--- src/trimmed_mean_range_sensor_filter_defines.svh ---
// Assertion macros for the range sensor filter modules; only tmrs_back uses them.
// Needs clk and rst_n in the scope where a macro is used.
`ifndef TRIMMED_MEAN_RANGE_SENSOR_FILTER_DEFINES_SVH
`define TRIMMED_MEAN_RANGE_SENSOR_FILTER_DEFINES_SVH

// same-cycle implication
`define TMRS_ASSERT_NOW(label, ante, cons, msg) \
    label: assert property (@(posedge clk) disable iff (!rst_n) (ante) |-> (cons)) \
        else $error(msg);

// next-cycle implication
`define TMRS_ASSERT_NEXT(label, ante, cons, msg) \
    label: assert property (@(posedge clk) disable iff (!rst_n) (ante) |=> (cons)) \
        else $error(msg);

`endif

--- src/tmrs_pkg.sv ---
// Shared constants, types and state encodings of the range sensor filter.
// No dependencies; every module file imports it.
package tmrs_pkg;

    localparam int SENSOR_COUNT  = 4;
    localparam int SAMPLE_COUNT  = 7;
    localparam int SAMPLE_BITS   = 10;

    localparam int IDX_BITS      = 2;
    localparam int NUM_BITS      = 20;
    localparam int OFF_BITS      = 14;
    localparam int SCNT_BITS     = 3;
    localparam int WGT_BITS      = 4;
    localparam int CFG_ADDR_BITS = 3;
    localparam int CFG_DATA_BITS = 20;

    localparam int MID_LOW       = (SAMPLE_COUNT - 3) / 2;
    localparam int SUM3_BITS     = SAMPLE_BITS + 2;
    localparam int DIV3_MUL      = 43691;
    localparam int DIV3_SHIFT    = 17;
    localparam int BLEND_BITS    = SAMPLE_BITS + 4;
    localparam int DIV10_MUL     = 52429;
    localparam int DIV10_SHIFT   = 19;
    localparam int DIVW          = SAMPLE_BITS + 4;
    localparam int DEN_BITS      = ((DIVW > OFF_BITS) ? DIVW : OFF_BITS) + 1;

    localparam int STORE_IDX_BITS = (SENSOR_COUNT > 1) ? $clog2(SENSOR_COUNT) : 1;
    localparam int QUEUE_DEPTH   = 2;
    localparam int QPTR_BITS     = (QUEUE_DEPTH > 1) ? $clog2(QUEUE_DEPTH) : 1;
    localparam int QCNT_BITS     = $clog2(QUEUE_DEPTH + 1);
    localparam int SORT_CNT_BITS = $clog2(SAMPLE_COUNT);
    localparam int DIV_CNT_BITS  = $clog2(NUM_BITS);

    localparam int S_DATA_BITS   = ((SAMPLE_COUNT * SAMPLE_BITS + 7) / 8) * 8;
    localparam int M_DATA_BITS   = ((NUM_BITS + SAMPLE_BITS + 7) / 8) * 8;
    localparam int M_USER_BITS   = IDX_BITS + 1;

    localparam logic [WGT_BITS-1:0] WEIGHT_FULL = WGT_BITS'(10);

    localparam logic [CFG_ADDR_BITS-1:0] CFG_SIDE_NUM   = CFG_ADDR_BITS'(0);
    localparam logic [CFG_ADDR_BITS-1:0] CFG_SIDE_OFF   = CFG_ADDR_BITS'(1);
    localparam logic [CFG_ADDR_BITS-1:0] CFG_FRONT_NUM  = CFG_ADDR_BITS'(2);
    localparam logic [CFG_ADDR_BITS-1:0] CFG_FRONT_OFF  = CFG_ADDR_BITS'(3);
    localparam logic [CFG_ADDR_BITS-1:0] CFG_SIDE_COUNT = CFG_ADDR_BITS'(4);
    localparam logic [CFG_ADDR_BITS-1:0] CFG_OLD_WEIGHT = CFG_ADDR_BITS'(5);

    localparam logic [NUM_BITS-1:0]  RST_SIDE_NUM   = NUM_BITS'(322641);
    localparam logic [OFF_BITS-1:0]  RST_SIDE_OFF   = OFF_BITS'(315);
    localparam logic [NUM_BITS-1:0]  RST_FRONT_NUM  = NUM_BITS'(769533);
    localparam logic [OFF_BITS-1:0]  RST_FRONT_OFF  = OFF_BITS'(520);
    localparam logic [SCNT_BITS-1:0] RST_SIDE_COUNT = SCNT_BITS'(2);
    localparam logic [WGT_BITS-1:0]  RST_OLD_WEIGHT = WGT_BITS'(5);

    typedef logic [SAMPLE_BITS-1:0] sample_t;

    typedef struct packed {
        logic [NUM_BITS-1:0]  side_num;
        logic [OFF_BITS-1:0]  side_off;
        logic [NUM_BITS-1:0]  front_num;
        logic [OFF_BITS-1:0]  front_off;
        logic [SCNT_BITS-1:0] side_count;
        logic [WGT_BITS-1:0]  old_weight;
    } cfg_t;

    typedef struct packed {
        logic [IDX_BITS-1:0] idx;
        sample_t             mean;
    } q_item_t;

    typedef struct packed {
        logic [IDX_BITS-1:0] sensor;
        logic [NUM_BITS-1:0] distance;
        sample_t             level;
        logic                fault;
    } out_item_t;

    typedef enum logic [1:0] {
        F_IDLE,
        F_SORT,
        F_MEAN
    } front_state_t;

    typedef enum logic [2:0] {
        B_IDLE,
        B_SCALE,
        B_DIV,
        B_OUT
    } back_state_t;

endpackage

--- src/tmrs_front.sv ---
// Front end: takes an item, sorts its samples and forms the trimmed mean.
// Depends on tmrs_pkg; feeds tmrs_queue.
module tmrs_front (
    input  logic                                        clk,
    input  logic                                        rst_n,
    input  logic                                        in_valid,
    output logic                                        in_ready,
    input  logic [tmrs_pkg::IDX_BITS-1:0]               in_idx,
    input  logic [tmrs_pkg::SAMPLE_COUNT-1:0][tmrs_pkg::SAMPLE_BITS-1:0] in_samples,
    output logic                                        q_push,
    output tmrs_pkg::q_item_t                           q_item,
    input  logic                                        q_full
);
    import tmrs_pkg::*;

    front_state_t               state_reg, state_next;
    logic [SORT_CNT_BITS-1:0]   cnt_reg, cnt_next;
    logic [IDX_BITS-1:0]        idx_reg, idx_next;
    sample_t                    vals_reg [SAMPLE_COUNT];
    sample_t                    vals_next [SAMPLE_COUNT];
    logic [SUM3_BITS-1:0]       sum3;
    logic [31:0]                mean_prod;

    always_ff @(posedge clk or negedge rst_n)
    begin
        if (!rst_n)
        begin
            state_reg <= F_IDLE;
            cnt_reg   <= '0;
        end
        else
        begin
            state_reg <= state_next;
            cnt_reg   <= cnt_next;
        end
    end

    always_ff @(posedge clk)
    begin
        idx_reg  <= idx_next;
        vals_reg <= vals_next;
    end

    always_comb
    begin
        sum3 = SUM3_BITS'(vals_reg[MID_LOW]) + SUM3_BITS'(vals_reg[MID_LOW + 1])
             + SUM3_BITS'(vals_reg[MID_LOW + 2]);
        mean_prod = 32'(sum3) * 32'(DIV3_MUL);
    end

    always_comb
    begin
        state_next = state_reg;
        cnt_next   = cnt_reg;
        idx_next   = idx_reg;
        vals_next  = vals_reg;
        in_ready   = 1'b0;
        q_push     = 1'b0;
        q_item.idx  = idx_reg;
        q_item.mean = mean_prod[DIV3_SHIFT +: SAMPLE_BITS];
        unique case (state_reg)
            F_IDLE:
            begin
                in_ready = 1'b1;
                if (in_valid)
                begin
                    idx_next = in_idx;
                    for (int i = 0; i < SAMPLE_COUNT; i++)
                    begin
                        vals_next[i] = in_samples[i];
                    end
                    cnt_next   = '0;
                    state_next = F_SORT;
                end
            end
            F_SORT:
            begin
                // one odd-even transposition pass per cycle
                for (int i = 0; i < SAMPLE_COUNT - 1; i++)
                begin
                    if ((i % 2) == int'(cnt_reg[0]) && vals_reg[i] > vals_reg[i + 1])
                    begin
                        vals_next[i]     = vals_reg[i + 1];
                        vals_next[i + 1] = vals_reg[i];
                    end
                end
                if (cnt_reg == SORT_CNT_BITS'(SAMPLE_COUNT - 1))
                begin
                    state_next = F_MEAN;
                end
                else
                begin
                    cnt_next = cnt_reg + 1'b1;
                end
            end
            F_MEAN:
            begin
                if (!q_full)
                begin
                    q_push     = 1'b1;
                    state_next = F_IDLE;
                end
            end
            default:
            begin
                state_next = F_IDLE;
            end
        endcase
    end

endmodule

--- src/tmrs_queue.sv ---
// Short queue between front and back end, holding index and trimmed mean.
// Depends on tmrs_pkg.
module tmrs_queue (
    input  logic              clk,
    input  logic              rst_n,
    input  logic              push,
    input  tmrs_pkg::q_item_t push_item,
    output logic              full,
    input  logic              pop,
    output logic              valid,
    output tmrs_pkg::q_item_t pop_item
);
    import tmrs_pkg::*;

    q_item_t               mem_reg [QUEUE_DEPTH];
    logic [QPTR_BITS-1:0]  wr_ptr_reg, rd_ptr_reg;
    logic [QCNT_BITS-1:0]  count_reg;

    function automatic logic [QPTR_BITS-1:0] ptr_inc(input logic [QPTR_BITS-1:0] p);
        return (p == QPTR_BITS'(QUEUE_DEPTH - 1)) ? '0 : p + 1'b1;
    endfunction

    assign full     = (count_reg == QCNT_BITS'(QUEUE_DEPTH));
    assign valid    = (count_reg != '0);
    assign pop_item = mem_reg[rd_ptr_reg];

    always_ff @(posedge clk)
    begin
        if (push)
        begin
            mem_reg[wr_ptr_reg] <= push_item;
        end
    end

    always_ff @(posedge clk or negedge rst_n)
    begin
        if (!rst_n)
        begin
            wr_ptr_reg <= '0;
            rd_ptr_reg <= '0;
            count_reg  <= '0;
        end
        else
        begin
            if (push)
            begin
                wr_ptr_reg <= ptr_inc(wr_ptr_reg);
            end
            if (pop)
            begin
                rd_ptr_reg <= ptr_inc(rd_ptr_reg);
            end
            if (push && !pop)
            begin
                count_reg <= count_reg + 1'b1;
            end
            else if (pop && !push)
            begin
                count_reg <= count_reg - 1'b1;
            end
        end
    end

endmodule

--- src/tmrs_back.sv ---
// Back end: blends with the stored level, converts by serial division, holds the result.
// Depends on tmrs_pkg and the assertion macro header.
`include "trimmed_mean_range_sensor_filter_defines.svh"

module tmrs_back (
    input  logic                clk,
    input  logic                rst_n,
    input  tmrs_pkg::cfg_t      cfg,
    input  logic                q_valid,
    input  tmrs_pkg::q_item_t   q_item,
    output logic                q_pop,
    output logic                out_valid,
    input  logic                out_ready,
    output tmrs_pkg::out_item_t out_item
);
    import tmrs_pkg::*;

    back_state_t               state_reg, state_next;
    logic [IDX_BITS-1:0]       idx_reg, idx_next;
    sample_t                   mean_reg, mean_next;
    logic [BLEND_BITS-1:0]     sum_reg, sum_next;
    logic                      old_zero_reg, old_zero_next;
    logic [NUM_BITS-1:0]       num_reg, num_next;
    logic [OFF_BITS-1:0]       off_reg, off_next;
    sample_t                   level_reg, level_next;
    logic [DIVW-1:0]           div_reg, div_next;
    logic [DIVW:0]             rem_reg, rem_next;
    logic [NUM_BITS-1:0]       quo_reg, quo_next;
    logic [DIV_CNT_BITS-1:0]   cnt_reg, cnt_next;
    logic                      fault_reg, fault_next;
    logic                      out_valid_reg, out_valid_next;
    out_item_t                 out_reg, out_next;
    sample_t                   store_reg [SENSOR_COUNT];

    logic                      store_we;
    sample_t                   old_level;
    logic [WGT_BITS-1:0]       weight;
    logic                      is_side;
    logic [31:0]               scale_prod;
    logic [DEN_BITS-1:0]       den;
    logic [DIVW:0]             rem_sh;

    function automatic logic in_store(input logic [IDX_BITS-1:0] i);
        return 32'(i) < 32'(SENSOR_COUNT);
    endfunction

    assign out_valid = out_valid_reg;
    assign out_item  = out_reg;

    always_ff @(posedge clk or negedge rst_n)
    begin
        if (!rst_n)
        begin
            state_reg     <= B_IDLE;
            out_valid_reg <= 1'b0;
        end
        else
        begin
            state_reg     <= state_next;
            out_valid_reg <= out_valid_next;
        end
    end

    always_ff @(posedge clk or negedge rst_n)
    begin
        if (!rst_n)
        begin
            for (int i = 0; i < SENSOR_COUNT; i++)
            begin
                store_reg[i] <= '0;
            end
        end
        else if (store_we)
        begin
            store_reg[STORE_IDX_BITS'(idx_reg)] <= level_next;
        end
    end

    always_ff @(posedge clk)
    begin
        idx_reg      <= idx_next;
        mean_reg     <= mean_next;
        sum_reg      <= sum_next;
        old_zero_reg <= old_zero_next;
        num_reg      <= num_next;
        off_reg      <= off_next;
        level_reg    <= level_next;
        div_reg      <= div_next;
        rem_reg      <= rem_next;
        quo_reg      <= quo_next;
        cnt_reg      <= cnt_next;
        fault_reg    <= fault_next;
        out_reg      <= out_next;
    end

    always_comb
    begin
        old_level  = in_store(q_item.idx) ? store_reg[STORE_IDX_BITS'(q_item.idx)] : '0;
        weight     = (cfg.old_weight > WEIGHT_FULL) ? WEIGHT_FULL : cfg.old_weight;
        is_side    = ({1'b0, q_item.idx} < cfg.side_count);
        scale_prod = 32'(sum_reg) * 32'(DIV10_MUL);
        den        = {{(DEN_BITS - SAMPLE_BITS - 4){1'b0}}, level_next, 4'b0000}
                   - DEN_BITS'(off_reg);
        rem_sh     = {rem_reg[DIVW-1:0], quo_reg[NUM_BITS-1]};
    end

    always_comb
    begin
        state_next     = state_reg;
        idx_next       = idx_reg;
        mean_next      = mean_reg;
        sum_next       = sum_reg;
        old_zero_next  = old_zero_reg;
        num_next       = num_reg;
        off_next       = off_reg;
        level_next     = level_reg;
        div_next       = div_reg;
        rem_next       = rem_reg;
        quo_next       = quo_reg;
        cnt_next       = cnt_reg;
        fault_next     = fault_reg;
        out_next       = out_reg;
        out_valid_next = out_valid_reg;
        q_pop          = 1'b0;
        store_we       = 1'b0;

        if (out_valid_reg && out_ready)
        begin
            out_valid_next = 1'b0;
        end

        unique case (state_reg)
            B_IDLE:
            begin
                if (q_valid)
                begin
                    q_pop         = 1'b1;
                    idx_next      = q_item.idx;
                    mean_next     = q_item.mean;
                    old_zero_next = (old_level == '0);
                    sum_next      = BLEND_BITS'(weight) * BLEND_BITS'(old_level)
                                  + BLEND_BITS'(WEIGHT_FULL - weight)
                                  * BLEND_BITS'(q_item.mean);
                    num_next      = is_side ? cfg.side_num : cfg.front_num;
                    off_next      = is_side ? cfg.side_off : cfg.front_off;
                    state_next    = B_SCALE;
                end
            end
            B_SCALE:
            begin
                level_next = old_zero_reg ? mean_reg : scale_prod[DIV10_SHIFT +: SAMPLE_BITS];
                store_we   = in_store(idx_reg);
                fault_next = den[DEN_BITS-1] || (den == '0);
                div_next   = den[DIVW-1:0];
                rem_next   = '0;
                quo_next   = num_reg;
                cnt_next   = DIV_CNT_BITS'(NUM_BITS - 1);
                state_next = (den[DEN_BITS-1] || (den == '0)) ? B_OUT : B_DIV;
            end
            B_DIV:
            begin
                // one restoring quotient bit per cycle
                if (rem_sh >= {1'b0, div_reg})
                begin
                    rem_next = rem_sh - {1'b0, div_reg};
                    quo_next = {quo_reg[NUM_BITS-2:0], 1'b1};
                end
                else
                begin
                    rem_next = rem_sh;
                    quo_next = {quo_reg[NUM_BITS-2:0], 1'b0};
                end
                if (cnt_reg == '0)
                begin
                    state_next = B_OUT;
                end
                else
                begin
                    cnt_next = cnt_reg - 1'b1;
                end
            end
            B_OUT:
            begin
                if (!out_valid_reg || out_ready)
                begin
                    out_next.sensor   = idx_reg;
                    out_next.distance = fault_reg ? '0 : quo_reg;
                    out_next.level    = level_reg;
                    out_next.fault    = fault_reg;
                    out_valid_next    = 1'b1;
                    state_next        = B_IDLE;
                end
            end
            default:
            begin
                state_next = B_IDLE;
            end
        endcase
    end

    `TMRS_ASSERT_NOW(a_fault_zero_distance, out_valid_reg && out_reg.fault, out_reg.distance == '0, "faulted result carries a nonzero distance")
    `TMRS_ASSERT_NOW(a_div_without_fault, state_reg == B_DIV, !fault_reg, "divider running on a faulted item")
    `TMRS_ASSERT_NEXT(a_div_finishes, state_reg == B_DIV && cnt_reg == '0, state_reg == B_OUT, "divider did not hand over after its last step")

endmodule

--- src/trimmed_mean_range_sensor_filter.sv ---
// The 20-step serial divider in the back end limits the item rate; on a denominator
// fault it is skipped. The front end takes the next item meanwhile while the queue
// has room, and overlaps with the back end through the two-entry queue.
// Reset (rst_n low, asynchronous): configuration registers return to their defaults,
// all stored levels clear to zero, queue and output empty.
// Top level: configuration registers and stream port packing; uses tmrs_pkg and submodules.
module trimmed_mean_range_sensor_filter (
    input  logic                                 clk,
    input  logic                                 rst_n,
    input  logic                                 s_axis_tvalid,
    output logic                                 s_axis_tready,
    // sample_a, sample_b, sample_c, sample_d, sample_e, sample_f, sample_g, zero fill
    input  logic [tmrs_pkg::S_DATA_BITS-1:0]     s_axis_tdata,
    // sensor_index
    input  logic [tmrs_pkg::IDX_BITS-1:0]        s_axis_tuser,
    output logic                                 m_axis_tvalid,
    input  logic                                 m_axis_tready,
    // distance, smoothed_level, zero fill
    output logic [tmrs_pkg::M_DATA_BITS-1:0]     m_axis_tdata,
    // result_sensor, denominator_fault
    output logic [tmrs_pkg::M_USER_BITS-1:0]     m_axis_tuser,
    input  logic                                 cfg_we,
    input  logic [tmrs_pkg::CFG_ADDR_BITS-1:0]   cfg_addr,
    input  logic [tmrs_pkg::CFG_DATA_BITS-1:0]   cfg_wdata
);
    import tmrs_pkg::*;

    cfg_t       cfg_reg;
    logic [SAMPLE_COUNT-1:0][SAMPLE_BITS-1:0] samples;
    logic       q_push, q_full, q_pop, q_valid;
    q_item_t    q_push_item, q_pop_item;
    out_item_t  out_item;

    always_ff @(posedge clk or negedge rst_n)
    begin
        if (!rst_n)
        begin
            cfg_reg.side_num   <= RST_SIDE_NUM;
            cfg_reg.side_off   <= RST_SIDE_OFF;
            cfg_reg.front_num  <= RST_FRONT_NUM;
            cfg_reg.front_off  <= RST_FRONT_OFF;
            cfg_reg.side_count <= RST_SIDE_COUNT;
            cfg_reg.old_weight <= RST_OLD_WEIGHT;
        end
        else if (cfg_we)
        begin
            unique case (cfg_addr)
                CFG_SIDE_NUM:   cfg_reg.side_num   <= cfg_wdata[NUM_BITS-1:0];
                CFG_SIDE_OFF:   cfg_reg.side_off   <= cfg_wdata[OFF_BITS-1:0];
                CFG_FRONT_NUM:  cfg_reg.front_num  <= cfg_wdata[NUM_BITS-1:0];
                CFG_FRONT_OFF:  cfg_reg.front_off  <= cfg_wdata[OFF_BITS-1:0];
                CFG_SIDE_COUNT: cfg_reg.side_count <= cfg_wdata[SCNT_BITS-1:0];
                CFG_OLD_WEIGHT: cfg_reg.old_weight <= cfg_wdata[WGT_BITS-1:0];
                default:
                begin
                end
            endcase
        end
    end

    always_comb
    begin
        for (int i = 0; i < SAMPLE_COUNT; i++)
        begin
            samples[i] = s_axis_tdata[i * SAMPLE_BITS +: SAMPLE_BITS];
        end
    end

    tmrs_front u_front (
        .clk        (clk),
        .rst_n      (rst_n),
        .in_valid   (s_axis_tvalid),
        .in_ready   (s_axis_tready),
        .in_idx     (s_axis_tuser),
        .in_samples (samples),
        .q_push     (q_push),
        .q_item     (q_push_item),
        .q_full     (q_full)
    );

    tmrs_queue u_queue (
        .clk       (clk),
        .rst_n     (rst_n),
        .push      (q_push),
        .push_item (q_push_item),
        .full      (q_full),
        .pop       (q_pop),
        .valid     (q_valid),
        .pop_item  (q_pop_item)
    );

    tmrs_back u_back (
        .clk       (clk),
        .rst_n     (rst_n),
        .cfg       (cfg_reg),
        .q_valid   (q_valid),
        .q_item    (q_pop_item),
        .q_pop     (q_pop),
        .out_valid (m_axis_tvalid),
        .out_ready (m_axis_tready),
        .out_item  (out_item)
    );

    assign m_axis_tdata = {{(M_DATA_BITS - NUM_BITS - SAMPLE_BITS){1'b0}},
                           out_item.level, out_item.distance};
    assign m_axis_tuser = {out_item.fault, out_item.sensor};

endmodule
--- config.mk ---
export PLATFORM = sky130hd
export DESIGN_NAME = trimmed_mean_range_sensor_filter
export DESIGN_NICKNAME = d
export VERILOG_FILES = /design/src/tmrs_pkg.sv /design/src/tmrs_front.sv /design/src/tmrs_queue.sv /design/src/tmrs_back.sv /design/src/trimmed_mean_range_sensor_filter.sv
export VERILOG_INCLUDE_DIRS = /design/src /design/src/src
export SDC_FILE = /design/constraint.sdc
export NUM_CORES = 1
export LEC_CHECK = 0
export BUFFER_PORTS_ARGS = -buffer_cell sky130_fd_sc_hd__buf_2
export CORE_ASPECT_RATIO = 1.1
export CORE_MARGIN = 10
export CORE_UTILIZATION = 58
export CTS_BUF_LIST = sky130_fd_sc_hd__clkbuf_8
export DETAILED_ROUTE_END_ITERATION = 10
export PLACE_DENSITY = 0.87
export SYNTH_ARGS = -nofsm -noshare
export SYNTH_HDL_FRONTEND = slang
export SYNTH_SLANG_ARGS = --single-unit
--- constraint.sdc ---
create_clock -name clk -period 7.3 [get_ports clk]
set_clock_uncertainty 0.15 [all_clocks]
set_input_delay 1.46 -clock clk [delete_from_list [all_inputs] [get_ports clk]]
set_output_delay 1.46 -clock clk [all_outputs]
set_load 0.01 [all_outputs]
==> run metrics, run 1 <==
status=finished with violations; failing checks=setup timing; post-detail-place hpwl=52770 um; maximum clock insertion buffer count=3; TNS Setup=-3.163 ns; residual DRC count=0; Routability Congestion=0.9344; layout net count=3505; Die Ht=252 um; Max H-tree Level=2; largest area contributor in the netlist=edfxtp_1; Sink Count=381; Post-synth EDFFs=244; Root Buffer=clkbuf_8; count of final setup violators=14; total grt overflow=0; HP Class=reg2reg; Yosys top cell area share=25.82%; Crit. End Element=flop; largest net degree at the start of global routing=104; crit path from=u_front.vals_reg[31]; I/O Buffers=134; drt wl/cell=21.02 um; Core ar.=0.04814 mm^2; via count=21.25k; post-synthesis sequential area ratio=37.88%; reg2reg setup slack=-0.36 ns; top cells by area, synth=edfxtp_1 (26%), ha_1 (15%), fa_1 (13%); hold slack final=0.2997 ns; Pins Over Slew Limit=0; R2R Path Start=u_front.vals_reg[31]; RR Endpoint=u_queue.mem_reg[0][7]; Cell variety after synth=93; commonest non-fill, non-tap cells in the layout=inv_1 (389), ha_1 (308), edfxtp_1 (244); IO Count=139; Clk Latency, worst-skew pair=0.70 ns; fin crit share=104.9%; Vias per Instance=5.919; Slew HR=13.98%; Post-Syn Area per Cell=11.00 um^2; Least-Margin Pin Slew=1.290 ns; #FFs+latches synth=381; die area=0.05819 mm^2; Routed Wire Length=75500 um; CTS tree=built; ratio of cells with drive above 1 in the final layout=25.47%; post-layout min period=7.661 ns; Maximum Capacitance Violations=0; area of the mapped netlist=0.02838 mm^2; Crit Path Class=reg2reg; Die X=230.9 um; ANT nets after route=0; initial antenna violation count=4; vias in the first global route=22.57k; slowest CP cell=fa_1; Initial Util=58.96%; CP Launch Type=flop; fillers=3178; max reg flops=75; worst reg2reg path depth=34; Synth Warn #=0; final setup margin=-0.3611 ns; Synth Instances=2579; Tot GR Track Use=24.35%; Area growth syn-to-layout=17.00%; Max Freq=130.5 MHz; Final Hold Violating Endpoints=0; 1st-iter DRT viols=1802; first-pass GRT wire length=115300 um; top_reg_cell synth=edfxtp_1; Reg clk slew, reported paths=0.07 ns; CP Max Fanout=4; total CTS buffers=61; Async S/R FF share, synth=33.33%; delay of the slowest critical-path stage=0.51 ns; most common cell after layout, fill and taps aside=inv_1; num rows=84; Req. time, crit path=7.54 ns; Initial DRT Pass Iterations=5; RSZ-0062 raised after global routing=yes; arrival time at the worst endpoint=7.90 ns; CP endpoint=u_queue.mem_reg[0][7]
worst max-delay path, delay by kind of cell, from the launching register on:
kind	cells	cell delay (ns)
and+or+nand+nor	3	0.46
AOI/OAI and AO/OA	14	2.20
adders and majority gates	8	3.07
buffers and inverters	7	0.76
xor gates and xnor gates	2	0.26
DFF	1	0.44
kinds of logic after synthesis:
logic type | share of synthesized area, %
adders and majority gates | 27.32
AOI/OAI and AO/OA | 9.086
buffers and inverters | 6.172
other | 0.01321
and+or+nand+nor | 9.973
DFF | 37.88
muxes | 6.596
xor gates and xnor gates | 2.963
cells in the mapped netlist (32+ instances only):
cell,count
fa_1,181
inv_1,383
a221oi_1,42
edfxtp_1,244
nor2_1,186
dfstp_2,36
dfrtp_1,91
clkbuf_1,51
ha_1,330
nand2_1,179
mux2i_1,33
xnor2_1,73
o21ai_0,79
nor2b_1,42
a21oi_1,86
mux2_2,131
a21o_1,32
and2_1,43
through the flow:
| stage | instance area (um^2) | std cells | setup slack [ns] | util, % |
|---|---|---|---|---|
| after floorplan | 28380 | 2580 | 0.02555 | - |
| after global placement | 30760 | 3440 | -0.2141 | 63.90 |
| after detailed placement | 30760 | 3440 | -0.4940 | 63.90 |
| after CTS | 32750 | 3575 | -0.1182 | 68.03 |
| after global routing | 33200 | 3591 | -0.6563 | 68.98 |
| final | 33200 | 3591 | -0.3611 | 68.98 |
timing repair:
item	in CTS	in global routing
pin swaps	83	66
endpoints found under the setup margin	25	24
resized for setup	88	74
hold buffers	0	0
setup buffers	19	16
per-layer routing:
layer | up-vias | wire (um) | GRT usage [%]
met5 | - | 37 | 0
met4 | 6 | 3167 | 8.988
met3 | 250 | 5409 | 4.557
met2 | 981 | 39250 | 44.24
met1 | 10530 | 27630 | 28.02
li1 | 9491 | - | -
worst min path at each step:
stage / startpoint / slack [ns] / depth (start not counted) / to
floorplan: u_back.level_reg[3] / 0.26 / 0 / u_back.out_item[4]
global placement: u_back.level_reg[1] / 0.27 / 0 / u_back.out_item[2]
detailed placement: u_back.level_reg[3] / 0.27 / 0 / u_back.out_item[4]
CTS: u_back.level_reg[3] / 0.29 / 0 / u_back.out_item[4]
global route: u_back.level_reg[3] / 0.30 / 0 / u_back.out_item[4]
finish: u_back.level_reg[3] / 0.30 / 0 / u_back.out_item[4]
cell type report:
type | instances | area [um^2] | share of cell area (%)
Clock buffer | 83 | 1142 | 3.440
Tap cell | 645 | 807.0 | 2.430
Clock inverter | 33 | 249.0 | 0.7499
Antenna cell | 1 | 2.502 | 0.007536
Sequential cell | 381 | 10750 | 32.38
Inverter | 384 | 1441 | 4.341
Timing Repair Buffer | 320 | 2092 | 6.300
Multi-Input combinational cell | 1744 | 16720 | 50.35
Power of run 1 is not shown: default switching activity piles up to over one toggle a cycle in this logic, so the estimate is an artifact.
==> run 2, diff against run 1 <==
--- a/config.mk
+++ b/config.mk
@@ -12,7 +12,9 @@
 export CORE_UTILIZATION = 58
 export CTS_BUF_LIST = sky130_fd_sc_hd__clkbuf_8
 export DETAILED_ROUTE_END_ITERATION = 10
+export GPL_TIMING_DRIVEN = 0
 export PLACE_DENSITY = 0.87
 export SYNTH_ARGS = -nofsm -noshare
 export SYNTH_HDL_FRONTEND = slang
 export SYNTH_SLANG_ARGS = --single-unit
+export TNS_END_PERCENT = 1
==> run metrics, run 2 (synthesis results as in run 1) <==
status=finished with violations (unchanged); failing checks=setup timing (unchanged); ANT nets after route=0 (unchanged); Max H-tree Level=2 (unchanged); Core ar.=0.04814 mm^2 (unchanged); slowest CP cell=fa_2 (was fa_1); most common cell after layout, fill and taps aside=inv_1 (unchanged); first-pass GRT wire length=113500 um (was 115300 um); Req. time, crit path=7.58 ns (was 7.54 ns); 1st-iter DRT viols=1733 (was 1802); die area=0.05819 mm^2 (unchanged); Area growth syn-to-layout=15.97% (was 17.00%); Initial Util=58.96% (unchanged); hold_buf cts=0 (unchanged); fin crit share=105.4% (was 104.9%); fillers=3243 (was 3178); Maximum Capacitance Violations=0 (unchanged); count of final setup violators=18 (was 14); largest net degree at the start of global routing=94 (was 104); layout net count=3482 (was 3505); total CTS buffers=60 (was 61); num rows=84 (unchanged); Final Hold Violating Endpoints=0 (unchanged); Sink Count=381 (unchanged); via count=21.04k (was 21.25k); maximum clock insertion buffer count=3 (unchanged); RSZ-0062 raised after global routing=yes (unchanged); vias in the first global route=22.12k (was 22.57k); worst reg2reg path depth=29 (was 34); Slew HR=2.610% (was 13.98%); Pins Over Slew Limit=0 (unchanged); Vias per Instance=5.898 (was 5.919); final setup margin=-0.3973 ns (was -0.3611 ns); max reg flops=75 (unchanged); post-detail-place hpwl=53080 um (was 52770 um); HP Class=reg2reg (unchanged); drt wl/cell=20.67 um (was 21.02 um); ratio of cells with drive above 1 in the final layout=23.62% (was 25.47%); Tot GR Track Use=24.08% (was 24.35%); Crit. End Element=flop (unchanged); commonest non-fill, non-tap cells in the layout=inv_1 (386), ha_1 (293), edfxtp_1 (244) (was inv_1 (389), ha_1 (308), edfxtp_1 (244)); initial antenna violation count=4 (unchanged); IO Count=139 (unchanged); Reg clk slew, reported paths=0.07 ns (about the same); Die X=230.9 um (unchanged); Crit Path Class=reg2reg (unchanged); total grt overflow=0 (unchanged); delay of the slowest critical-path stage=0.61 ns (was 0.51 ns); Initial DRT Pass Iterations=6 (was 5); Routed Wire Length=73740 um (was 75500 um); CTS tree=built (unchanged); residual DRC count=0 (unchanged); post-layout min period=7.697 ns (was 7.661 ns); Final Core Density=68.37% (was 68.98%); I/O Buffers=134 (unchanged); CP Launch Type=flop (unchanged); cell area after layout=0.03291 mm^2 (was 0.03320 mm^2); Routability Congestion=0.9385 (was 0.9344); Least-Margin Pin Slew=1.458 ns (was 1.290 ns); Root Buffer=clkbuf_8 (unchanged); Die Ht=252 um (unchanged); placed inst area=0.02992 mm^2 (was 0.03076 mm^2); arrival time at the worst endpoint=7.98 ns (was 7.90 ns); Min-Delay Path Depth=0 (unchanged); Max Freq=129.9 MHz (was 130.5 MHz); Clk Latency, worst-skew pair=0.69 ns (was 0.70 ns); CP Max Fanout=5 (was 4)
==> run 2: cell types whose count changed in the layout (fill, tap and decap cells not counted), moves of 10 or more <==
cell / change
buf_4: -91
clkbuf_1: +48
ha_1: -15
clkbuf_8: -14
buf_2: +11
ha_4: +10
==> run 2: final cells by class <==
cell class	count	area, um^2	share of cell area [%]
plain buffers	69	305.3	0.9276
flip-flops and latches	381	10750	32.66
diodes	1	2.502	0.007603
repair buffers	229	1460	4.437
inverters	384	1444	4.387
clock inverters	45	285.3	0.8668
well taps	645	807.0	2.452
clock buffers	69	949.7	2.885
multi-input cells	1744	16910	51.37
==> run 2: path summary, 6_finish.rpt <==
kind	from	end	slack, ns
min in group asynchronous	rst_n	cfg_reg[63]	0.51
hold reg to reg	u_back.level_reg[9]	u_back.out_item[10]	0.30
max in group asynchronous	rst_n	cfg_reg[5]	5.67
setup reg to reg	u_front.vals_reg[41]	u_queue.mem_reg[0][8]	-0.40
hold / removal	u_back.level_reg[9]	u_back.out_item[10]	0.30
setup / recovery	u_front.vals_reg[41]	u_queue.mem_reg[0][8]	-0.40
==> run 2: critical path, delay by kind of cell, from the launching register on <==
kind	cells	cell delay (ns)
buf+inv	6	0.55
xor+xnor	3	0.52
fa+ha+maj	8	3.55
compound gates	10	1.66
simple gates	2	0.51
flops	1	0.50
==> run 2: through the flow <==
stage                     TNS, ns  cells  worst slack [ns]  hold WS (ns)
after detailed placement   -23.10   3362            -1.129        0.2711
final                      -4.609   3567           -0.3973        0.2960
after floorplan                 0   2580           0.02555        0.2576
after CTS                  -1.447   3526           -0.2298        0.2840
after global placement     -15.81   3359           -0.9441        0.2715
after global routing       -9.259   3566           -0.6188        0.2979
==> run 2: metal layers <==
metal | GRT usage, % | vias to the layer above | part of all wire (%) | routed length (um)
met2 | 42.86 | 917 | 52 | 38400
met5 | 0 | - | 0.031 | 23
li1 | - | 9445 | - | -
met1 | 28.13 | 10430 | 37 | 27440
met4 | 9.947 | 4 | 3.7 | 2734
met3 | 4.400 | 245 | 7.0 | 5137
==> run 2: timing repair <==
| item | 4_1_cts | 5_1_grt |
|---|---|---|
| pin swaps | 68 | 91 |
| resized for setup | 94 | 105 |
| setup endpoints to repair | 39 | 32 |
| setup buffers | 52 | 40 |
Power of run 2 is left out for the same reason.
